## config.mk

```make
export PLATFORM = sky130hd
export DESIGN_NAME = hms_countdown_timer_unit
export DESIGN_NICKNAME = d
export VERILOG_FILES = /design/src/rtl/core/hct_pkg.sv /design/src/rtl/core/hct_front.sv /design/src/rtl/core/hct_queue.sv /design/src/rtl/core/hct_back.sv /design/src/rtl/core/hms_countdown_timer_unit.sv
export VERILOG_INCLUDE_DIRS = /design/src /design/src/rtl/core
export SDC_FILE = /design/constraint.sdc
export NUM_CORES = 1
export LEC_CHECK = 0
export BUFFER_PORTS_ARGS = -buffer_cell sky130_fd_sc_hd__clkbuf_2
export CAP_MARGIN = 30
export CORE_MARGIN = 10
export CORE_UTILIZATION = 55
export CTS_BUF_LIST = sky130_fd_sc_hd__clkbuf_8
export CTS_CLUSTER_DIAMETER = 100
export DETAILED_ROUTE_END_ITERATION = 8
export HOLD_SLACK_MARGIN = 0.15
export PLACE_DENSITY = 0.75
export SYNTH_ARGS = -nofsm -noshare
export SYNTH_HDL_FRONTEND = slang
export SYNTH_SLANG_ARGS = --single-unit
```

## constraint.sdc

```tcl
create_clock -name clk -period 3.5 [get_ports clk]
set_input_delay 0.35 -clock clk [delete_from_list [all_inputs] [get_ports clk]]
set_output_delay 0.35 -clock clk [all_outputs]
set_load 0.05 [all_outputs]
```

## src/rtl/core/hms_countdown_timer_unit_macros.svh

```systemverilog
// Assertion helpers for the countdown timer. Each macro expects a clk and
// rst in scope and checks only outside reset.
`ifndef HMS_COUNTDOWN_TIMER_UNIT_MACROS_SVH
`define HMS_COUNTDOWN_TIMER_UNIT_MACROS_SVH

// Same-cycle implication.
`define HCT_ASSERT_NOW(label, cond, conseq, msg) \
  label: assert property (@(posedge clk) disable iff (rst) (cond) |-> (conseq)) \
    else $error(msg);

// Next-cycle implication.
`define HCT_ASSERT_NEXT(label, cond, conseq, msg) \
  label: assert property (@(posedge clk) disable iff (rst) (cond) |=> (conseq)) \
    else $error(msg);

`endif

```

## src/rtl/core/hct_pkg.sv

```systemverilog
package hct_pkg;

  // Command codes on the func field
  localparam logic [2:0] FN_TICK  = 3'd0;
  localparam logic [2:0] FN_START = 3'd1;
  localparam logic [2:0] FN_STOP  = 3'd2;
  localparam logic [2:0] FN_SET   = 3'd3;
  localparam logic [2:0] FN_READ  = 3'd4;
  localparam logic [2:0] FN_NOP   = 3'd7;

  // Countdown arithmetic
  localparam logic [5:0] SPLIT_STEP   = 6'd3;
  localparam logic [5:0] SPLIT_REFILL = 6'd57;
  localparam logic [5:0] FIELD_MAX    = 6'd59;

  // Classified command as it travels from front to back
  typedef struct packed {
    logic [2:0] op;
    logic [7:0] hours;
    logic [5:0] minutes;
    logic [5:0] seconds;
    logic [5:0] splits;
  } cmd_t;

  // Queue occupancy seen by the top level
  typedef struct packed {
    logic full;
    logic empty;
  } queue_status_t;

  function automatic logic [5:0] clamp59(input logic [5:0] v);
    return (v > FIELD_MAX) ? FIELD_MAX : v;
  endfunction

endpackage

```

## src/rtl/core/hct_front.sv

```systemverilog
module hct_front
  import hct_pkg::*;
(
  input  logic       clk,
  input  logic       rst,
  input  logic       in_valid,
  output logic       in_stall,
  input  logic [2:0] func,
  input  logic [7:0] load_hours,
  input  logic [5:0] load_minutes,
  input  logic [5:0] load_seconds,
  input  logic [5:0] load_splits,
  output logic       push,
  output cmd_t       push_cmd,
  input  logic       push_ready
);

  logic held;
  cmd_t held_cmd;
  cmd_t decoded;
  logic take;

  // Classify the command and clamp the minute, second and split load fields
  always_comb begin
    decoded.op = func;
    if (!(func inside {FN_TICK, FN_START, FN_STOP, FN_SET, FN_READ})) begin
      decoded.op = FN_NOP;
    end
    decoded.hours   = load_hours;
    decoded.minutes = clamp59(load_minutes);
    decoded.seconds = clamp59(load_seconds);
    decoded.splits  = clamp59(load_splits);
  end

  assign push     = held;
  assign push_cmd = held_cmd;
  assign in_stall = held && !push_ready;
  assign take     = in_valid && !in_stall;

  // Hold one classified beat until the queue takes it
  always_ff @(posedge clk) begin
    if (rst) begin
      held <= 1'b0;
    end else if (take) begin
      held <= 1'b1;
    end else if (push_ready) begin
      held <= 1'b0;
    end
  end

  always_ff @(posedge clk) begin
    if (take) begin
      held_cmd <= decoded;
    end
  end

endmodule

```

## src/rtl/core/hct_queue.sv

```systemverilog
module hct_queue
  import hct_pkg::*;
#(
  parameter int DEPTH = 2
)
(
  input  logic          clk,
  input  logic          rst,
  input  logic          push,
  input  cmd_t          push_cmd,
  output logic          push_ready,
  input  logic          pop,
  output cmd_t          pop_cmd,
  output queue_status_t status
);

  localparam int PTR_W = (DEPTH > 1) ? $clog2(DEPTH) : 1;
  localparam int CNT_W = $clog2(DEPTH + 1);

  cmd_t             entries [DEPTH];
  logic [PTR_W-1:0] wr_ptr;
  logic [PTR_W-1:0] rd_ptr;
  logic [CNT_W-1:0] count;
  logic             do_push;
  logic             do_pop;

  assign status.full  = (count == CNT_W'(DEPTH));
  assign status.empty = (count == '0);
  assign push_ready   = !status.full;
  assign do_push      = push && push_ready;
  assign do_pop       = pop && !status.empty;
  assign pop_cmd      = entries[rd_ptr];

  // Advance pointers and occupancy
  always_ff @(posedge clk) begin
    if (rst) begin
      wr_ptr <= '0;
      rd_ptr <= '0;
      count  <= '0;
    end else begin
      if (do_push) begin
        wr_ptr <= (wr_ptr == PTR_W'(DEPTH - 1)) ? '0 : wr_ptr + 1'b1;
      end
      if (do_pop) begin
        rd_ptr <= (rd_ptr == PTR_W'(DEPTH - 1)) ? '0 : rd_ptr + 1'b1;
      end
      if (do_push && !do_pop) begin
        count <= count + 1'b1;
      end else if (do_pop && !do_push) begin
        count <= count - 1'b1;
      end
    end
  end

  // Store the incoming beat
  always_ff @(posedge clk) begin
    if (do_push) begin
      entries[wr_ptr] <= push_cmd;
    end
  end

endmodule

```

## src/rtl/core/hct_back.sv

```systemverilog
module hct_back
  import hct_pkg::*;
(
  input  logic       clk,
  input  logic       rst,
  input  logic       cmd_avail,
  input  cmd_t       cmd,
  output logic       pop,
  output logic       out_valid,
  input  logic       out_stall,
  output logic       running,
  output logic [7:0] hours_now,
  output logic [5:0] minutes_now,
  output logic [5:0] seconds_now,
  output logic [5:0] splits_now,
  output logic       update_pending,
  output logic       expired_pending,
  output logic       start_accepted
);

  logic       run_flag;
  logic [7:0] hour_count;
  logic [5:0] minute_count;
  logic [5:0] second_count;
  logic [5:0] split_count;
  logic       ev_update;
  logic       ev_expired;

  logic       run_flag_next;
  logic [7:0] hour_count_next;
  logic [5:0] minute_count_next;
  logic [5:0] second_count_next;
  logic [5:0] split_count_next;
  logic       ev_update_next;
  logic       ev_expired_next;
  logic       accepted;
  logic       time_nonzero;

  assign pop = cmd_avail && (!out_valid || !out_stall);
  assign time_nonzero = (hour_count != '0) || (minute_count != '0) ||
                        (second_count != '0) || (split_count != '0);

  // Execute one command against the timer state
  always_comb begin
    run_flag_next     = run_flag;
    hour_count_next   = hour_count;
    minute_count_next = minute_count;
    second_count_next = second_count;
    split_count_next  = split_count;
    ev_update_next    = ev_update;
    ev_expired_next   = ev_expired;
    accepted          = 1'b0;
    case (cmd.op)
      FN_TICK: begin
        if (run_flag) begin
          ev_update_next = 1'b1;
          if (split_count >= SPLIT_STEP) begin
            split_count_next = split_count - SPLIT_STEP;
          end else if (second_count != '0) begin
            split_count_next  = split_count + SPLIT_REFILL;
            second_count_next = second_count - 1'b1;
          end else if (minute_count != '0) begin
            split_count_next  = split_count + SPLIT_REFILL;
            second_count_next = FIELD_MAX;
            minute_count_next = minute_count - 1'b1;
          end else if (hour_count != '0) begin
            split_count_next  = split_count + SPLIT_REFILL;
            second_count_next = FIELD_MAX;
            minute_count_next = FIELD_MAX;
            hour_count_next   = hour_count - 1'b1;
          end else begin
            split_count_next = '0;
            ev_expired_next  = 1'b1;
            run_flag_next    = 1'b0;
          end
        end
      end
      FN_START: begin
        if (time_nonzero) begin
          run_flag_next = 1'b1;
          accepted      = 1'b1;
        end
      end
      FN_STOP: begin
        run_flag_next = 1'b0;
      end
      FN_SET: begin
        if (!run_flag) begin
          hour_count_next   = cmd.hours;
          minute_count_next = cmd.minutes;
          second_count_next = cmd.seconds;
          split_count_next  = cmd.splits;
        end
      end
      default: begin
      end
    endcase
  end

  // Update timer state and drop events on read
  always_ff @(posedge clk) begin
    if (rst) begin
      run_flag     <= 1'b0;
      hour_count   <= '0;
      minute_count <= '0;
      second_count <= '0;
      split_count  <= '0;
      ev_update    <= 1'b0;
      ev_expired   <= 1'b0;
    end else if (pop) begin
      run_flag     <= run_flag_next;
      hour_count   <= hour_count_next;
      minute_count <= minute_count_next;
      second_count <= second_count_next;
      split_count  <= split_count_next;
      ev_update    <= (cmd.op == FN_READ) ? 1'b0 : ev_update_next;
      ev_expired   <= (cmd.op == FN_READ) ? 1'b0 : ev_expired_next;
    end
  end

  // Hold the result beat until the receiver takes it
  always_ff @(posedge clk) begin
    if (rst) begin
      out_valid <= 1'b0;
    end else if (pop) begin
      out_valid <= 1'b1;
    end else if (!out_stall) begin
      out_valid <= 1'b0;
    end
  end

  always_ff @(posedge clk) begin
    if (pop) begin
      running         <= run_flag_next;
      hours_now       <= hour_count_next;
      minutes_now     <= minute_count_next;
      seconds_now     <= second_count_next;
      splits_now      <= split_count_next;
      update_pending  <= ev_update_next;
      expired_pending <= ev_expired_next;
      start_accepted  <= accepted;
    end
  end

endmodule

```

## src/rtl/core/hms_countdown_timer_unit.sv

```systemverilog
// Countdown timer over hours, minutes, seconds and sixtieth-second splits.
// Input channel: in_valid/in_stall with one command per beat on func and the
// load_* fields. Output channel: out_valid/out_stall with one result beat per
// command, carrying the run flag, the remaining time, the event flags and the
// start acknowledge.
// A command passes a classify register, a small command queue and the
// execute stage with its result register on its way from input beat to
// result beat. One command per cycle is sustained when nothing stalls; the
// execute stage updates all timer state together as it pops a command.
// A stalled result holds its beat; commands keep flowing into the queue
// until it fills (QUEUE_DEPTH entries plus the classify register), then
// in_stall rises.
// Reset (rst, synchronous) clears the time, the run flag, the events and
// all pending beats; the block takes commands in the cycle after reset.
`include "hms_countdown_timer_unit_macros.svh"

module hms_countdown_timer_unit
  import hct_pkg::*;
#(
  parameter int QUEUE_DEPTH = 2  // 2 to 16 entries
)
(
  input  logic       clk,
  input  logic       rst,
  input  logic       in_valid,
  output logic       in_stall,
  input  logic [2:0] func,
  input  logic [7:0] load_hours,
  input  logic [5:0] load_minutes,
  input  logic [5:0] load_seconds,
  input  logic [5:0] load_splits,
  output logic       out_valid,
  input  logic       out_stall,
  output logic       running,
  output logic [7:0] hours_now,
  output logic [5:0] minutes_now,
  output logic [5:0] seconds_now,
  output logic [5:0] splits_now,
  output logic       update_pending,
  output logic       expired_pending,
  output logic       start_accepted
);

  logic          push;
  logic          push_ready;
  cmd_t          push_cmd;
  logic          pop;
  cmd_t          pop_cmd;
  queue_status_t q_status;

  // Accept and classify commands
  hct_front u_front (
    .clk          (clk),
    .rst          (rst),
    .in_valid     (in_valid),
    .in_stall     (in_stall),
    .func         (func),
    .load_hours   (load_hours),
    .load_minutes (load_minutes),
    .load_seconds (load_seconds),
    .load_splits  (load_splits),
    .push         (push),
    .push_cmd     (push_cmd),
    .push_ready   (push_ready)
  );

  // Decouple front and back
  hct_queue #(
    .DEPTH (QUEUE_DEPTH)
  ) u_queue (
    .clk        (clk),
    .rst        (rst),
    .push       (push),
    .push_cmd   (push_cmd),
    .push_ready (push_ready),
    .pop        (pop),
    .pop_cmd    (pop_cmd),
    .status     (q_status)
  );

  // Execute commands and register results
  hct_back u_back (
    .clk             (clk),
    .rst             (rst),
    .cmd_avail       (!q_status.empty),
    .cmd             (pop_cmd),
    .pop             (pop),
    .out_valid       (out_valid),
    .out_stall       (out_stall),
    .running         (running),
    .hours_now       (hours_now),
    .minutes_now     (minutes_now),
    .seconds_now     (seconds_now),
    .splits_now      (splits_now),
    .update_pending  (update_pending),
    .expired_pending (expired_pending),
    .start_accepted  (start_accepted)
  );

  `HCT_ASSERT_NOW(a_pop_not_empty, pop, !q_status.empty, "pop from empty queue")
  `HCT_ASSERT_NOW(a_push_not_full, push && push_ready, !q_status.full, "push into full queue")
  `HCT_ASSERT_NOW(a_start_runs, out_valid && start_accepted, running, "accepted start not running")
  `HCT_ASSERT_NEXT(a_pop_gives_beat, pop, out_valid, "executed command lost its result beat")

endmodule

```

==> results of run 1 <==
[registers in the layout (all words and copies together) (netlist names), 2 cells and up, named ones only]
| register | count |
|---|---|
| u_back.seconds_now | 6 |
| u_back.minutes_now | 6 |
| u_back.hours_now | 8 |
| u_front.push_cmd | 29 |
| u_queue.entries | 58 |
| u_back.splits_now | 6 |
| u_back.hour_count | 8 |
| u_back.minute_count | 6 |
| u_back.second_count | 6 |
| u_queue.count | 2 |
| u_back.split_count | 6 |
[power by group]
part,leakage [nW],internal [mW],switching (mW)
registers,1.40,2.44,0.311
logic,1.38,0.822,1.99
clock network,0.215,0.793,0.698
total,2.99,4.05,3.00
[cell usage in the layout, fill, tap and decap left out, types with 3 or more instances in the layout]
master,instances
clkinvlp_4,3
or4_1,3
o21a_1,6
nand4_1,12
dlygate4sd3_1,28
nand2b_1,10
dfxtp_1,35
and2_1,4
nand3b_1,3
o31a_1,4
nor3_1,16
a22oi_1,5
clkbuf_2,64
o211ai_1,8
bufinv_16,4
mux2_2,12
a31oi_1,9
nand2_1,38
buf_4,10
a21oi_1,31
nor2_1,54
or2_2,3
a221oi_1,3
edfxtp_1,117
clkbuf_8,17
a21o_1,7
a221o_1,4
inv_6,4
a211oi_1,5
xnor2_1,4
xor2_1,3
a2111oi_0,4
o21ai_0,26
inv_1,19
mux2i_1,23
nor4b_1,3
ha_1,7
nand3_1,12
a311oi_1,12
[stage by stage]
stage	power [mW]	setup slack (ns)	hold WS (ns)	area, µm²
after detailed placement	5.56	0.890	0.429	7490
after global routing	7.45	0.599	0.207	8210
final	7.05	0.793	0.223	8210
after CTS	7.07	0.836	0.190	8210
after global placement	5.48	0.947	0.423	7490
after floorplan	4.88	0.945	0.421	7060
[routing by layer]
metal	wire [µm]	part of all wire [%]	up-vias
met5	0	0	-
met1	6950	43	2431
met2	7580	47	213
li1	-	-	2467
met4	457	2.8	0
met3	1240	7.6	39
[critical path, cell delays in order (launching register included)]
cell	delay, ns
dfxtp_1	0.36
inv_1	0.10
ha_1	0.19
nor3b_2	0.36
and4_1	0.71
a31oi_1	0.22
o21ai_0	0.30
o311ai_0	0.18
[cell usage after synthesis, types with 3 or more instances]
master and count:
nand2_1 38, ha_1 7, xnor2_1 4, and2_1 4, nand4_1 12, o21a_1 6, o211ai_1 8, mux2_2 12
a221oi_1 3, o31a_1 4, a2111oi_0 4, buf_2 10, nand3b_1 3, nand3_1 12, nor4b_1 3, a221o_1 4
a31oi_1 9, mux2i_1 23, edfxtp_1 117, a311oi_1 12, or4_1 3, a211oi_1 5, or2_2 3, clkbuf_1 21
nand2b_1 10, o21ai_0 26, nor3_1 16, a21o_1 7, nor2b_1 3, a22oi_1 5, xor2_1 3, dfxtp_1 36
nor2_1 55, a21oi_1 31, inv_1 20
[path summary, 6_finish.rpt]
path,startpoint,to,cells past startpoint
setup reg to reg,u_back.second_count[0],u_back.hours_now[0],7
setup / recovery,u_back.second_count[0],u_back.hours_now[0],7
hold reg to reg,u_front.push_cmd[2],u_queue.entries[1][2],0
hold / removal,load_splits[2],u_front.push_cmd[2],3
[area by class of cell]
class | instances | area [µm²] | share of cell area (%)
repair buffers | 102 | 676 | 8.23
clock buffers | 17 | 234 | 2.85
well taps | 172 | 215 | 2.62
multi-input cells | 387 | 2560 | 31.2
flip-flops and latches | 153 | 4240 | 51.6
inverters | 20 | 75.1 | 0.914
clock inverters | 15 | 213 | 2.59
[timing repair]
| action | CTS | global route |
|---|---|---|
| hold buffers | 28 | 0 |
| hold endpoints to repair | 28 | 0 |
| buffers inserted | 0 | 0 |
[kinds of logic after synthesis]
logic type                 count (synthesis)
and+or+nand+nor                          187
DFF                                      153
AOI/OAI and AO/OA                        151
buffers and inverters                     59
muxes                                     35
xor gates and xnor gates                   7
adders and majority gates                  7
==> impl_metrics.env, run 1 <==
export IMPL_slew_violations=0
export IMPL_die_area_um2=17800
export IMPL_fill_cells=975
export IMPL_r2r_slack_ns=0.79
export IMPL_grtUsageMet1_pct=24.0
export IMPL_routedWlPerCell_um=18.7
export IMPL_die_width_um=133
export IMPL_num_io_pins=65
export IMPL_crit_required_ns=3.68
export IMPL_firstDrtPassIters=5
export IMPL_postCtsResizedCells=0
export IMPL_cts_buffers_inserted=17
export IMPL_place_hpwl_um=11000
export IMPL_outcome="completed"
export IMPL_finalWirelength_um=16200
export IMPL_fin_cells=866
export IMPL_grt_usage_pct=18.6
export IMPL_finClkSkew_ns=0.0146
export IMPL_drc=0
export IMPL_power_density_nw_per_um2=858
export IMPL_async_flop_share_pct=0
export IMPL_synthFlopType="edfxtp_1"
export IMPL_synthesis_nets=639
export IMPL_hold_violations=0
export IMPL_period_share_pct=77.3
export IMPL_cp_max_fo=17
export IMPL_design_core_area_um2=12600
export IMPL_clock_sinks=153
export IMPL_layout_drive_gt1_share_pct=20.5
export IMPL_arrival_ns=2.89
export IMPL_antenna_cells=0
export IMPL_yosys_area_share_simple_pct=14.0
export IMPL_start_util_pct=56.0
export IMPL_syn_avg_cell_area_um2=11.8
export IMPL_synth_compound_area_share_pct=15.0
export IMPL_place_gp_congestion=0.942
export IMPL_first_global_vias=5109
export IMPL_finalCriticalPeriod_ns=2.71
export IMPL_htree_levels=4
export IMPL_dp_cells=806
export IMPL_antenna_found_initial=0
export IMPL_synth_area_um2=7060
export IMPL_endpoint_kind="flip-flop"
export IMPL_final_antenna_net_count=0
export IMPL_synth_area_mux_share_pct=5.17
export IMPL_yosys_area_top_type="edfxtp_1"
export IMPL_ys_warn_count=0
export IMPL_setup_violations=0
export IMPL_cts_clk_slew_worst_paths_ns=0.09
export IMPL_nets=721
export IMPL_syn_inst=599
export IMPL_synth_area_leaders="edfxtp_1, dfxtp_1, mux2i_1"
export IMPL_fp_row_count=41
export IMPL_ys_seq_area_share_pct=60.0
export IMPL_cts_tree="done"
export IMPL_worstHoldPathType="primary input to flip-flop"
export IMPL_slew_headroom_pct=38.2
export IMPL_vdd_drop_max_mv=0.355
export IMPL_grt_max_degree=40
export IMPL_die_h_um=133
export IMPL_grt_ovfl_total=0
export IMPL_portBuffers=64
export IMPL_synth_seq_cells=153
export IMPL_ys_types=81
export IMPL_synth_top_family_by_area="compound AO/OA/AOI/OAI gates"
export IMPL_first_iter_violations=528
export IMPL_worst_setup_path_start_kind="flip-flop"
export IMPL_postLayoutCoreUtil_pct=65.1
export IMPL_busiest_layer="met2"
export IMPL_crit_type="flip-flop to flip-flop"
export IMPL_p_leak_nw=2.99
export IMPL_drv_cap=0
export IMPL_synth_xor_area_share_pct=0.868
export IMPL_routed_via_density=5.95
export IMPL_via_count=5150
export IMPL_fmax_mhz=369
export IMPL_clock_latency_ns=0.47
export IMPL_worst_pin_slew_ns=0.926
export IMPL_rsz0062_at_grt="no"
export IMPL_syn2layout_area_growth_pct=16.3
export IMPL_grt_pass1_wl_um=26300
export IMPL_synth_edff_count=117
export IMPL_yosys_area_top_type_share_pct=49.8
export IMPL_grtUsageMet2_pct=28.3
export IMPL_synthAdderAreaFrac_pct=1.24
export IMPL_grt_use_met3_pct=5.56
export IMPL_setup_tns_ns=0
export IMPL_clock_path_buffers=2
export IMPL_root_buffer="clkbuf_8"
Power figures use the tool's default switching activity.
==> inputs of run 2 (changes only) <==
Clock period 3.5 ns to 2.8 ns, I/O delays scaled along.
==> impl_metrics.env, run 2 (same netlist as run 1, synthesis figures left out) <==
export IMPL_hold_violations=0
export IMPL_routedWlPerCell_um=18.9
export IMPL_start_util_pct=56.0
export IMPL_hp_start="u_front.push_cmd[5]"
export IMPL_period_share_pct=90.6
export IMPL_cp_max_fo=8
export IMPL_grt_max_degree=40
export IMPL_die_width_um=133
export IMPL_vdd_drop_max_mv=0.492
export IMPL_fin_cells=883
export IMPL_slew_headroom_pct=37.2
export IMPL_clockPowerShare_pct=18.6
export IMPL_first_global_vias=5186
export IMPL_swShare_pct=42.9
export IMPL_drv_cap=0
export IMPL_arrival_ns=2.84
export IMPL_fin_area_um2=8290
export IMPL_fmax_mhz=394
export IMPL_r2r_slack_ns=0.26
export IMPL_clock_latency_ns=0.45
export IMPL_cts_clk_slew_worst_paths_ns=0.08
export IMPL_portBuffers=64
export IMPL_placed_cell_area_um2=7580
export IMPL_hold_end="u_queue.entries[0][5]"
export IMPL_postCtsResizedCells=0
export IMPL_design_core_area_um2=12600
export IMPL_crit_type="flip-flop to flip-flop"
export IMPL_p_leak_nw=3.05
export IMPL_die_area_um2=17800
export IMPL_htree_levels=4
export IMPL_layout_drive_gt1_share_pct=21.4
export IMPL_finalCriticalPeriod_ns=2.54
export IMPL_whs_path_depth=0
export IMPL_fill_cells=999
export IMPL_final_common_cell="edfxtp_1"
export IMPL_final_cell_mix="edfxtp_1, clkbuf_2, nor2_1, nand2_1, dfxtp_1"
export IMPL_nets=738
export IMPL_worstHoldPathType="flip-flop to flip-flop"
export IMPL_die_h_um=133
export IMPL_grt_ovfl_total=0
export IMPL_grt_usage_pct=18.7
export IMPL_pwr_share_seq_pct=39.4
export IMPL_rr_worst_depth=7
export IMPL_clock_sinks=153
export IMPL_worst_setup_path_start_kind="flip-flop"
export IMPL_setup_violations=0
export IMPL_finClkSkew_ns=0.00898
export IMPL_final_antenna_net_count=0
export IMPL_worst_pin_slew_ns=0.943
export IMPL_dp_cells=819
export IMPL_reg2reg_to="u_back.hour_count[5]"
export IMPL_rsz0062_at_grt="no"
export IMPL_drc=0
export IMPL_p_comb_share_pct=42.0
export IMPL_internal_power_mw=4.95
export IMPL_syn2layout_area_growth_pct=17.4
export IMPL_place_hpwl_um=11400
export IMPL_num_io_pins=65
export IMPL_first_iter_violations=434
export IMPL_cts_tree="done"
export IMPL_timing_rr_start="u_back.second_count[0]"
export IMPL_fp_row_count=41
export IMPL_setup_tns_ns=0
export IMPL_crit_required_ns=3.10
export IMPL_power_density_nw_per_um2=1050
export IMPL_via_count=5268
export IMPL_root_buffer="clkbuf_8"
export IMPL_antenna_found_initial=0
export IMPL_endpoint_kind="flip-flop"
export IMPL_regMostFlops="u_queue.entries"
export IMPL_slew_violations=0
export IMPL_firstDrtPassIters=5
export IMPL_outcome="completed"
export IMPL_largest_register_ffs=58
export IMPL_switching_power_mw=3.72
export IMPL_antenna_cells=0
export IMPL_clock_path_buffers=2
export IMPL_routed_via_density=5.97
export IMPL_finalWirelength_um=16700
export IMPL_cts_buffers_inserted=17
export IMPL_grt_pass1_wl_um=26600
export IMPL_place_gp_congestion=0.885
==> run 2: changes by cell type in the layout (fill, tap and decap cells not counted) <==
cell | before | now
buf_4 | 10 | 23
dlygate4sd3_1 | 28 | 32
bufinv_16 | 4 | 2
clkinv_1 | 1 | 3
clkinv_4 | 1 | 3
inv_6 | 4 | 2
clkinv_2 | 0 | 1
clkinvlp_4 | 3 | 2
inv_1 | 19 | 20
inv_8 | 2 | 1
==> run 2: how the worst max path moves through the flow <==
stage	from	endpoint	slack [ns]	cells past startpoint
2_1_floorplan	u_queue.count[0]	u_front.push_cmd[0]	0.25	3
3_3_place_gp	u_back.second_count[0]	u_back.hour_count[1]	0.48	8
3_5_place_dp	u_back.second_count[0]	u_back.hour_count[5]	0.36	7
4_1_cts	u_back.second_count[0]	u_back.hour_count[5]	0.34	7
5_1_grt	u_back.second_count[0]	u_back.hour_count[5]	0.10	7
6_report	u_back.second_count[0]	u_back.hour_count[5]	0.26	7
==> run 2: through the flow <==
stage,power [mW],util [%],hold slack [ns],setup WS (ns)
CTS,8.65,65.7,0.454,0.340
finish,8.67,65.7,0.450,0.263
floorplan,6.10,-,0.379,0.245
detailed placement,7.02,60.1,0.434,0.360
global route,9.11,65.7,0.463,0.101
global placement,6.94,60.1,0.426,0.476
==> run 2: what timing repair did <==
item | in CTS | in global routing
endpoints found under the hold margin | 31 | 0
endpoints found under the setup margin | 0 | 0
hold buffers | 32 | 0
buffers inserted | 0 | 0
==> run 2: cell type report <==
cell class,count,area [µm²],area share [%]
Clock inverter,15,150,1.81
Multi-Input combinational cell,387,2560,30.9
Tap cell,172,215,2.60
Timing Repair Buffer,119,813,9.81
Clock buffer,17,234,2.82
Inverter,20,75.1,0.906
Sequential cell,153,4240,51.1
==> run 2: power groups by stage <==
stage | clock, mW | sequential, mW | combinational (mW)
4_1_cts | 1.64 | 3.41 | 3.60
5_1_grt | 1.74 | 3.47 | 3.90
3_5_place_dp | 0 | 3.46 | 3.56
2_1_floorplan | 0 | 4.11 | 1.99
6_report | 1.61 | 3.42 | 3.64
3_3_place_gp | 0 | 3.43 | 3.51
==> run 2: critical path: stages (launching register included) <==
cell      delay, ns
dfxtp_1        0.36
inv_1          0.10
ha_1           0.19
nor3b_2        0.33
nand4_1        0.38
or4_1          0.63
a211oi_1       0.30
o32ai_1        0.11
==> run 2: metal layers <==
metal | vias to the layer above | track usage [%] | routed length (µm)
met5 | - | 0 | 0
met4 | 0 | 8.22 | 408
met3 | 40 | 5.04 | 1170
met2 | 220 | 30.1 | 7950
met1 | 2512 | 23.2 | 7140
li1 | 2496 | - | -
==> inputs of run 3 (changes only) <==
Clock period 2.8 ns to 2.6 ns, I/O delays scaled along.
==> impl_metrics.env, run 3 (same netlist as run 1, synthesis figures left out) <==
export IMPL_portBuffers=64
export IMPL_grt_ovfl_total=0
export IMPL_final_seq_area_um2=4240
export IMPL_worst_pin_slew_ns=0.919
export IMPL_final_cell_mix="edfxtp_1, clkbuf_2, nor2_1, nand2_1, dfxtp_1"
export IMPL_arrival_ns=2.75
export IMPL_p_leak_nw=3.11
export IMPL_swShare_pct=42.5
export IMPL_crit_required_ns=2.91
export IMPL_drv_cap=0
export IMPL_regMostFlops="u_queue.entries"
export IMPL_layout_drive_gt1_share_pct=23.0
export IMPL_nets=745
export IMPL_fp_row_count=41
export IMPL_pwr_share_seq_pct=38.1
export IMPL_design_core_area_um2=12600
export IMPL_routedWlPerCell_um=19.0
export IMPL_switching_power_mw=4.06
export IMPL_die_area_um2=17800
export IMPL_fin_cells=890
export IMPL_final_antenna_net_count=0
export IMPL_num_io_pins=65
export IMPL_slew_headroom_pct=38.7
export IMPL_first_iter_violations=558
export IMPL_grt_max_degree=40
export IMPL_firstDrtPassIters=5
export IMPL_setup_violations=0
export IMPL_power_density_nw_per_um2=1140
export IMPL_finClkSkew_ns=0.0120
export IMPL_clockPowerShare_pct=19.4
export IMPL_drc=0
export IMPL_antenna_cells=0
export IMPL_worstHoldPathType="flip-flop to flip-flop"
export IMPL_timing_hold_ws_ns=0.447
export IMPL_finalWirelength_um=16900
export IMPL_final_common_cell="edfxtp_1"
export IMPL_slew_violations=0
export IMPL_largest_register_ffs=58
export IMPL_endpoint_kind="flip-flop"
export IMPL_power_mw=9.57
export IMPL_hold_violations=0
export IMPL_root_buffer="clkbuf_8"
export IMPL_cts_tree="done"
export IMPL_grt_usage_pct=18.8
export IMPL_cts_clk_slew_worst_paths_ns=0.09
export IMPL_via_count=5256
export IMPL_vdd_drop_max_mv=0.498
export IMPL_first_global_vias=5050
export IMPL_worst_setup_path_start_kind="flip-flop"
export IMPL_p_comb_share_pct=42.5
export IMPL_grt_pass1_wl_um=26500
export IMPL_clock_latency_ns=0.46
export IMPL_htree_levels=4
export IMPL_syn2layout_area_growth_pct=18.7
export IMPL_die_h_um=133
export IMPL_outcome="completed"
export IMPL_cp_max_fo=10
export IMPL_dp_cells=825
export IMPL_multiInputGateArea_um2=2580
export IMPL_place_gp_congestion=0.912
export IMPL_routed_via_density=5.91
export IMPL_place_hpwl_um=11400
export IMPL_fmax_mhz=410
export IMPL_finalCriticalPeriod_ns=2.44
export IMPL_internal_power_mw=5.51
export IMPL_crit_type="flip-flop to flip-flop"
export IMPL_setup_tns_ns=0
export IMPL_clock_path_buffers=2
export IMPL_die_width_um=133
export IMPL_period_share_pct=93.9
export IMPL_clock_sinks=153
export IMPL_start_util_pct=56.0
export IMPL_cts_buffers_inserted=17
export IMPL_fill_cells=950
export IMPL_rsz0062_at_grt="no"
export IMPL_antenna_found_initial=0
[run 3: per-stage QoR]
step | cell area, µm² | worst slack [ns] | utilization, %
after global placement | 7630 | 0.255 | 60.5
after floorplan | 7060 | 0.0453 | -
final | 8380 | 0.159 | 66.4
after detailed placement | 7630 | 0.140 | 60.5
after global routing | 8380 | 0.0181 | 66.4
after CTS | 8360 | 0.119 | 66.2
[run 3: critical path: stages (launching register included)]
cell	delay [ns]
dfxtp_1	0.37
inv_1	0.11
ha_1	0.20
nor3b_2	0.37
and2_2	0.35
and3_1	0.25
a41oi_1	0.17
a2111oi_0	0.48
[run 3: final timing paths]
check	from	slack [ns]	cells after the start	to
worst max register to register	u_back.minute_count[0]	0.16	7	u_back.hour_count[7]
worst min register to register	u_front.push_cmd[19]	0.45	0	u_queue.entries[1][19]
worst max-delay path	u_back.minute_count[0]	0.16	7	u_back.hour_count[7]
worst min-delay path	u_front.push_cmd[19]	0.45	0	u_queue.entries[1][19]
[run 3: repair_timing]
item	CTS	global route
buffers inserted	0	1
endpoints found under the setup margin	0	8
hold endpoints to repair	31	0
resized for setup	0	5
hold buffers	32	0
[run 3: power groups by stage]
stage,combinational (mW),clock [mW],sequential [mW]
2_1_floorplan,2.14,0,4.43
3_3_place_gp,3.91,0,3.68
3_5_place_dp,3.93,0,3.70
4_1_cts,4.00,1.88,3.64
5_1_grt,4.37,1.99,3.71
6_report,4.07,1.85,3.65
[run 3: layer usage]
layer	up-vias	track usage (%)	wire, µm
li1	2510	-	-
met1	2518	24.0	7320
met2	197	30.1	8130
met3	31	4.96	1090
met4	0	7.26	352
met5	-	0	0
[run 3: cell type report]
class                   instances  area share (%)
flip-flops and latches        153            50.5
multi-input cells             387            30.8
repair buffers                126            10.3
clock buffers                  17            2.79
well taps                     172            2.57
clock inverters                15            2.06
inverters                      20           0.896
